### config.mk
export PLATFORM = sky130hd
export DESIGN_NAME = rtksum_seq
export DESIGN_NICKNAME = d
export VERILOG_FILES = /design/src/rtl/core/rtksum_pkg.sv /design/src/rtl/core/rtksum_seq.sv
export SDC_FILE = /design/constraint.sdc
export NUM_CORES = 1
export LEC_CHECK = 0
export BUFFER_PORTS_ARGS = -buffer_cell sky130_fd_sc_hd__buf_2
export CAP_MARGIN = 10
export CELL_PAD_IN_SITES_DETAIL_PLACEMENT = 1
export CELL_PAD_IN_SITES_GLOBAL_PLACEMENT = 1
export CORE_MARGIN = 2
export CORE_UTILIZATION = 40
export CTS_CLUSTER_SIZE = 8
export DETAILED_ROUTE_END_ITERATION = 7
export PLACE_DENSITY = 0.9
export SYNTH_ARGS = -nofsm -noshare
export SYNTH_HDL_FRONTEND = slang
export SYNTH_SLANG_ARGS = --single-unit
### constraint.sdc
create_clock -name clk -period 5.6 [get_ports clk]
set_clock_uncertainty 0.05 [all_clocks]
set_input_delay 0.28 -clock clk [delete_from_list [all_inputs] [get_ports clk]]
set_output_delay 0.28 -clock clk [all_outputs]
set_load 0.02 [all_outputs]
### src/rtl/core/rtksum_pkg.sv
`timescale 1ns / 1ps

package rtksum_pkg;

    localparam int MAX_KEEP   = 1024;
    localparam int ADDR_W     = $clog2(MAX_KEEP);
    localparam int FILL_W     = $clog2(MAX_KEEP + 1);
    // heap positions with room for 2*i+2
    localparam int POS_W      = ADDR_W + 2;
    localparam int SAMPLE_W   = 32;
    localparam int KEEP_W     = 11;
    localparam int KEPT_W     = 42;
    localparam int SUM_W      = SAMPLE_W + FILL_W;
    localparam int CFG_IDX_W  = 2;
    localparam int CFG_DATA_W = KEEP_W;
    localparam int CMP_W      = (KEEP_W > FILL_W) ? KEEP_W : FILL_W;

    typedef enum logic [CFG_IDX_W-1:0] {
        REG_KEEP_COUNT    = 2'd0,
        REG_KEEP_SMALLEST = 2'd1
    } cfg_reg_t;

    typedef struct packed {
        logic                wr_en;
        logic [ADDR_W-1:0]   wr_addr;
        logic [SAMPLE_W-1:0] wr_data;
        logic [ADDR_W-1:0]   rd_addr_a;
        logic [ADDR_W-1:0]   rd_addr_b;
    } mem_req_t;

    typedef struct packed {
        logic [KEPT_W-1:0] kept_sum;
        logic              sum_valid;
    } result_t;

    // true when a sits closer to the heap root than b
    function automatic logic nearer_root(
        input logic [SAMPLE_W-1:0] a,
        input logic [SAMPLE_W-1:0] b,
        input logic                smallest
    );
        return smallest ? (a > b) : (a < b);
    endfunction

    // keep count clamped to 1..MAX_KEEP
    function automatic logic [FILL_W-1:0] effective_keep(input logic [KEEP_W-1:0] kc);
        logic [CMP_W-1:0] kx;
        kx = CMP_W'(kc);
        if (kx == '0)
            return FILL_W'(1);
        else if (kx > CMP_W'(MAX_KEEP))
            return FILL_W'(MAX_KEEP);
        else
            return FILL_W'(kx);
    endfunction

endpackage

### src/rtl/core/rtksum_seq.sv
`timescale 1ns / 1ps

module rtksum_seq (
    input  logic                            clk,
    input  logic                            rst_n,
    input  logic                            start,
    input  logic [rtksum_pkg::SAMPLE_W-1:0] sample,
    input  logic                            start_sequence,
    input  logic [rtksum_pkg::FILL_W-1:0]   keep_eff,
    input  logic                            keep_smallest,
    output logic                            idle,
    output logic                            done,
    input  logic                            take,
    output rtksum_pkg::result_t             result,
    output rtksum_pkg::mem_req_t            mem_req,
    input  logic [rtksum_pkg::SAMPLE_W-1:0] rd_data_a,
    input  logic [rtksum_pkg::SAMPLE_W-1:0] rd_data_b
);
    import rtksum_pkg::*;

    typedef enum logic [5:0] {
        ST_IDLE   = 6'b000001,
        ST_UP     = 6'b000010,
        ST_ROOT   = 6'b000100,
        ST_DOWN   = 6'b001000,
        ST_PLACE  = 6'b010000,
        ST_FINISH = 6'b100000
    } state_t;

    state_t              state_reg, state_next;
    logic [ADDR_W-1:0]   idx_reg, idx_next;
    logic [SAMPLE_W-1:0] x_reg, x_next;
    logic [FILL_W-1:0]   fill_reg, fill_next;
    logic [SUM_W-1:0]    sum_reg, sum_next;

    logic [FILL_W-1:0]   fill_eff;
    logic [POS_W-1:0]    n_pos;
    logic [POS_W-1:0]    idx_pos;
    logic [POS_W-1:0]    up_parent;
    logic [POS_W-1:0]    child_l;
    logic [POS_W-1:0]    child_pos;
    logic [POS_W-1:0]    grand_l;
    logic                take_right;
    logic [SAMPLE_W-1:0] child_val;

    always_comb
    begin
        state_next = state_reg;
        idx_next   = idx_reg;
        x_next     = x_reg;
        fill_next  = fill_reg;
        sum_next   = sum_reg;
        mem_req    = '0;

        fill_eff   = start_sequence ? '0 : fill_reg;
        n_pos      = POS_W'(fill_reg);
        idx_pos    = POS_W'(idx_reg);
        up_parent  = (idx_pos - POS_W'(1)) >> 1;
        child_l    = (idx_pos << 1) + POS_W'(1);
        take_right = ((child_l + POS_W'(1)) < n_pos)
                     && nearer_root(rd_data_b, rd_data_a, keep_smallest);
        child_pos  = take_right ? (child_l + POS_W'(1)) : child_l;
        child_val  = take_right ? rd_data_b : rd_data_a;
        grand_l    = (child_pos << 1) + POS_W'(1);

        case (state_reg)
            ST_IDLE:
            begin
                // root on port a, parent of the append slot on port b
                mem_req.rd_addr_a = '0;
                mem_req.rd_addr_b = ADDR_W'((POS_W'(fill_eff) - POS_W'(1)) >> 1);
                if (start)
                begin
                    x_next = sample;
                    if (fill_eff < keep_eff)
                    begin
                        fill_next  = fill_eff + FILL_W'(1);
                        sum_next   = (start_sequence ? '0 : sum_reg) + SUM_W'(sample);
                        idx_next   = ADDR_W'(fill_eff);
                        state_next = (fill_eff == '0) ? ST_PLACE : ST_UP;
                    end
                    else
                    begin
                        state_next = ST_ROOT;
                    end
                end
            end
            ST_UP:
            begin
                if (nearer_root(x_reg, rd_data_b, keep_smallest))
                begin
                    mem_req.wr_en   = 1'b1;
                    mem_req.wr_addr = idx_reg;
                    mem_req.wr_data = rd_data_b;
                    idx_next        = ADDR_W'(up_parent);
                    if (up_parent == '0)
                    begin
                        state_next = ST_PLACE;
                    end
                    else
                    begin
                        mem_req.rd_addr_b = ADDR_W'((up_parent - POS_W'(1)) >> 1);
                    end
                end
                else
                begin
                    state_next = ST_PLACE;
                end
            end
            ST_ROOT:
            begin
                // equal to the root means the sample is dropped
                if (nearer_root(rd_data_a, x_reg, keep_smallest))
                begin
                    sum_next = sum_reg + SUM_W'(x_reg) - SUM_W'(rd_data_a);
                    idx_next = '0;
                    if (POS_W'(1) < n_pos)
                    begin
                        mem_req.rd_addr_a = ADDR_W'(POS_W'(1));
                        mem_req.rd_addr_b = ADDR_W'(POS_W'(2));
                        state_next        = ST_DOWN;
                    end
                    else
                    begin
                        state_next = ST_PLACE;
                    end
                end
                else
                begin
                    state_next = ST_FINISH;
                end
            end
            ST_DOWN:
            begin
                if (nearer_root(child_val, x_reg, keep_smallest))
                begin
                    mem_req.wr_en   = 1'b1;
                    mem_req.wr_addr = idx_reg;
                    mem_req.wr_data = child_val;
                    idx_next        = ADDR_W'(child_pos);
                    if (grand_l < n_pos)
                    begin
                        mem_req.rd_addr_a = ADDR_W'(grand_l);
                        mem_req.rd_addr_b = ADDR_W'(grand_l + POS_W'(1));
                    end
                    else
                    begin
                        state_next = ST_PLACE;
                    end
                end
                else
                begin
                    state_next = ST_PLACE;
                end
            end
            ST_PLACE:
            begin
                mem_req.wr_en   = 1'b1;
                mem_req.wr_addr = idx_reg;
                mem_req.wr_data = x_reg;
                state_next      = ST_FINISH;
            end
            ST_FINISH:
            begin
                if (take)
                begin
                    state_next = ST_IDLE;
                end
            end
            default:
            begin
                state_next = ST_IDLE;
            end
        endcase
    end

    always_ff @(posedge clk or negedge rst_n)
    begin
        if (!rst_n)
        begin
            state_reg <= ST_IDLE;
            fill_reg  <= '0;
            sum_reg   <= '0;
        end
        else
        begin
            state_reg <= state_next;
            fill_reg  <= fill_next;
            sum_reg   <= sum_next;
        end
    end

    always_ff @(posedge clk)
    begin
        idx_reg <= idx_next;
        x_reg   <= x_next;
    end

    assign idle = (state_reg == ST_IDLE);
    assign done = (state_reg == ST_FINISH);

    // saturate at the width of the result field
    assign result.kept_sum  = (sum_reg[SUM_W-1:KEPT_W] != '0) ? '1 : sum_reg[KEPT_W-1:0];
    assign result.sum_valid = (fill_reg >= keep_eff);

endmodule

; After elaboration in Yosys (flattened, before gate mapping)
; Cells that the tools add are included.
[word_totals]
word_cells = 93
out_inout_bits = 108
reg_bits = 102
[classes]
n_addsub = 11
magnitude_cmp = 13
mux = 40
n_reduce_logical = 10
eq_ne = 14
[op_table]
columns = operator, count
row1 = 43-bit two-way mux, 5
row2 = 43-bit one-hot mux with 3 select lines, 1
row3 = 32-bit > comparator, 4
row4 = 32-bit < comparator, 4
row5 = 43-bit by 32-bit adder with 43-bit output, 2
row6 = 43-bit one-hot mux with 2 select lines, 1
row7 = 10-bit one-hot mux with 4 select lines, 2
row8 = 10-bit two-way mux, 7
row9 = 63-bit two-way mux, 1
row10 = 6-bit two-way mux, 8
row11 = 11-bit two-way mux, 4
row12 = 43-bit by 32-bit subtractor with 43-bit output, 1
row13 = 42-bit two-way mux, 1
row14 = 6-bit one-hot mux with 6 select lines, 1
row15 = 32-bit two-way mux, 1
row16 = "12-bit by 1-bit adder with 12-bit output, second input constant", 2
row17 = 12-bit by 11-bit < comparator with 1-bit output, 2
row18 = "11-bit by 1-bit subtractor with 11-bit output, second input constant", 2
row19 = 20-bit two-way mux, 1
row20 = 10-bit one-hot mux with 2 select lines, 1
row21 = "11-bit by 1-bit adder with 12-bit output, second input constant", 1
row22 = 12-bit logical NOT, 1
row23 = "11-bit by 1-bit adder with 11-bit output, second input constant", 1
row24 = 11-bit >= comparator, 1
row25 = 23 further kinds, 33

; Depth between registers and ports, before layout
[logic_depth]
word_depth = 10
depth_mapped = 28
mapped_depth_nobuf = 24

; Least setup slack after synthesis
; No wires, ideal clock.
[synth_timing]
kind = register -> output
start = register idx_reg[1]
end = output mem_req[9] (netlist bit)
path_slack_ps = -238
path_stages_with_launch = 28
arrival_time_ps = 5508
path_cell_list = edfxtp_1 > ha_1 > nand2_1 > or2_2 > nor2_1 > xor2_1 > ha_1 > a211oi_1 > o21ai_0 > o221ai_1 > nand3_1 > mux2_4 > buf_6 > buf_6 > buf_2 > nand2_1 > o21ai_1 > ha_1 > nand2_1 > nor4_1 > nand2_1 > nor4_1 > a211oi_1 > mux2i_1 > nor2_1 > nand4_1 > buf_2 > o31ai_1
[synth_rtl]
columns = element, line
row1 = from (decl), rtksum_seq.sv:31  ; logic [ADDR_W-1:0] idx_reg, idx_next;
row2 = from (signal assigned), rtksum_seq.sv:195  ; idx_reg <= idx_next;
row3 = to (decl), rtksum_seq.sv:15  ; output rtksum_pkg::mem_req_t mem_req,

==> impl_metrics.yaml <==
status:
  outcome: "complete, but fails checks"
  violations: "setup timing"
sta:
  final_period_minus_worst_setup_slack_ps: 6230
  fmaxAchievable_ghz: 0.160
  post-route-worst-setup-slack_ps: -634
  grt_setup_unrepaired: "yes"
  final-setup-viol-count: 62
  maxSlewViolCount: 0
  final_min_period_over_clock_period_pct: 111
  final_hold_viol_count: 0
  max_slew_margin_pct: 16.1
  worst-slew-pin-transition_ps: 1260
synth:
  synth-compound-area-share_pct: 24.6
  synthAdderAreaFrac_pct: 25.4
  synth-simple-area-share_pct: 18.8
  post_synthesis_sequential_element_count: 102
  post_synth_num_cell_types: 85
  synth_edf_count: 42
  yosys_most_used_dff: "sky130_fd_sc_hd__dfrtp_1"
  synthDominantAreaCellType: "sky130_fd_sc_hd__ha_1"
  synth.avg_cell_area_um2: 7.74
  yosysTopAreaCellShare_pct: 21.4
  syn-num-nets: 2548
  synth.cell_area_mm2: 0.0164
  seq_total_area_yosys_pct: 16.8
  dominant_combinational_cell_family_by_area_after_synthesis: "adder cells"
  postSynth.asyncResetShare_pct: 58.8
  synthesis.yosys.warnings: 0
  yosys.area_share.xor_xnor_pct: 5.74
  synth_area_leaders: "sky130_fd_sc_hd__ha_1 21%, sky130_fd_sc_hd__dfrtp_1 9.0%, sky130_fd_sc_hd__edfxtp_1 7.7%"
  synthCells: 2121
  muxShareOfSynthArea_pct: 0.587
cts:
  cts-hold-fix-buffers: 0
  tritoncts: "built"
  clockRootBuffer: "sky130_fd_sc_hd__clkbuf_16"
  cts_max_level: 3
  clk_pin_slew_worst_paths_ps: 70
  cts-root-to-sink-buffers: 2
  worst_skew_pair.late_latency_ps: 380
  clock_sinks: 102
  cts_made_buffers: 9
global_routing:
  grt_overflow_total: 0
  vias_in_the_first_global_route: 19100
  gr-usage-all-layers_pct: 32.3
  grt_first_pass_wirelength_mm: 107
  grt_start_max_net_pins: 61
  antenna_found_initial: 0
detailed_routing:
  detail-route-antenna-nets: 0
  wirelength_mm: 71.3
  drt-vias-per-instance: 6.16
  firstDrtPassIters: 5
  vias: 18400
  iter_0_drt_violations: 1743
  detail_route.wl_per_cell_um: 23.8
  number_of_design_rule_violations_left_after_detail_routing: 0
setup_path:
  regToRegStartpoint: "idx_reg[1]"
  cpLargestDelayFamily: "buffers and inverters"
  worstPathMaxFanout: 8
  worst-path-buf-inv: 8
  path_common_cell: "sky130_fd_sc_hd__buf_4"
  cp_slowest_stage_delay_ps: 410
  start_kind: "flip-flop"
  worstSetupPathType: "flip-flop to primary output"
  cp.required_ps: 5270
  setup.worst_path.end_class: "primary output"
  crit_path_start: "idx_reg[1]"
  critical_path_arrival_ps: 5900
  critical_path.slowest_cell: "sky130_fd_sc_hd__mux2_4"
run:
  timing.max_cap.violations: 0
finish:
  post_route_cells_drive_above_1_share_pct: 20.9
  nNetsFinal: 2882
  area_growth_pct: 23.8
  largest_register_ff_count: 43
  final_common_cell: "sky130_fd_sc_hd__ha_1"
  layout.cells.most_common_list: "276 x sky130_fd_sc_hd__ha_1, 263 x sky130_fd_sc_hd__inv_1, 186 x sky130_fd_sc_hd__nand2_1, 177 x sky130_fd_sc_hd__buf_4, 169 x sky130_fd_sc_hd__buf_2"
  post-route-cell-area_mm2: 0.0203
floorplan:
  starting_density_of_the_core_pct: 40.4
  die_w_um: 207
  die_height_um: 207
  floorplan.die_area_mm2: 0.0427
  floorplan_core_area_mm2: 0.0406
  core.rowCount: 74
  ios: 221
placed_design:
  numPortBuffers: 220
  postPlaceCellArea_mm2: 0.0192
  gp_routability_congestion: 0.996
  dp_worst_setup_slack_ps: -606
  hpwlAfterDp_mm: 56.6
power:
  power.ir.vdd_worst_mv: 0.192
  power_leakage_nw: 10.0
  power.density_cell_area_mw_per_mm2: 510
min_path:
  hold_path_class: "input port to asynchronous set/reset pin"
logic make-up after synthesis:
logic type,Yosys count
AND/OR/NAND/NOR,644
AO/OA/AOI/OAI,602
buffers and inverters,344
adder cells (fa/ha/maj),314
XOR/XNOR,106
flip-flops,102
multiplexers,9
final timing paths:
check | to | slack [ps] | depth (start not counted)
min in group clk | x_reg[0] | 40 | 1
max reg2reg | state_reg[4] | 60 | 29
min | sum_reg[11] | 10 | 2
min reg2reg | sum_reg[4] | 500 | 2
max | mem_req[12] | -630 | 30
max in group asynchronous | sum_reg[8] | 4790 | 2
worst register-to-register path: cells and delay by family, from the launching register on:
family                     cells  cell delay (ps)
xor gates and xnor gates       1              130
adders and majority gates      3              870
muxes                          2              710
DFF                            1              370
AOI/OAI and AO/OA              7             1200
and+or+nand+nor                9             1100
buffers and inverters          7             1030
cell usage after synthesis, types with 18 or more instances:
library cell	n
sky130_fd_sc_hd__ha_1	281
sky130_fd_sc_hd__inv_1	263
sky130_fd_sc_hd__nand2_1	193
sky130_fd_sc_hd__nor2_1	158
sky130_fd_sc_hd__a21oi_1	148
sky130_fd_sc_hd__o21ai_0	121
sky130_fd_sc_hd__a21o_1	70
sky130_fd_sc_hd__nor3_1	64
sky130_fd_sc_hd__clkbuf_1	61
sky130_fd_sc_hd__dfrtp_1	59
sky130_fd_sc_hd__xnor2_1	57
sky130_fd_sc_hd__nand3_1	53
sky130_fd_sc_hd__xor2_1	47
sky130_fd_sc_hd__edfxtp_1	42
sky130_fd_sc_hd__a211oi_1	37
sky130_fd_sc_hd__a221o_1	37
sky130_fd_sc_hd__nand4_1	35
sky130_fd_sc_hd__fa_1	33
sky130_fd_sc_hd__nor2b_1	30
sky130_fd_sc_hd__a31oi_1	22
sky130_fd_sc_hd__o21a_1	22
sky130_fd_sc_hd__o211ai_1	19
sky130_fd_sc_hd__nand2b_1	18
report_power, final:
group,switching [mW],internal (mW),total [mW]
registers,0.217,1.07,1.28
logic,5.21,3.26,8.46
clock network,0.319,0.304,0.623
cell type report:
class	count	area, um2
repair buffers	400	2860
inverters	265	995
clock inverters	5	33.8
flip-flops and latches	102	2760
clock buffers	11	233
diodes	1	2.50
multi-input cells	1677	12800
fillers	4960	20300
well taps	532	666
metrics by stage:
stage	std cells	hold WS (ps)	setup TNS (ps)	power, mW	util [%]
after detailed placement	2960	432	-27490	9.04	47.3
after floorplan	2121	-65.6	-256	6.49	-
after global placement	2960	429	-16400	8.64	47.3
after CTS	2978	44.7	-30110	9.89	48.6
after global routing	2992	57.1	-44330	11.1	50.0
final	2993	12.2	-34560	10.4	50.0
routing by layer:
metal	global-route usage, %	vias to the layer above	routed length, um
met2	54.9	881	33900
met5	0	-	0
met1	40.9	9095	28600
met3	3.49	231	4850
li1	-	8221	-
met4	15.3	0	3910
repair_timing:
| action | in CTS | in global routing |
|---|---|---|
| gates resized for setup | 76 | 119 |
| cloned | 2 | 2 |
| setup endpoints to repair | 62 | 74 |
| buffers inserted | 0 | 12 |
| pin swaps | 29 | 39 |
Note: power is estimated with default switching activity, not from simulation.
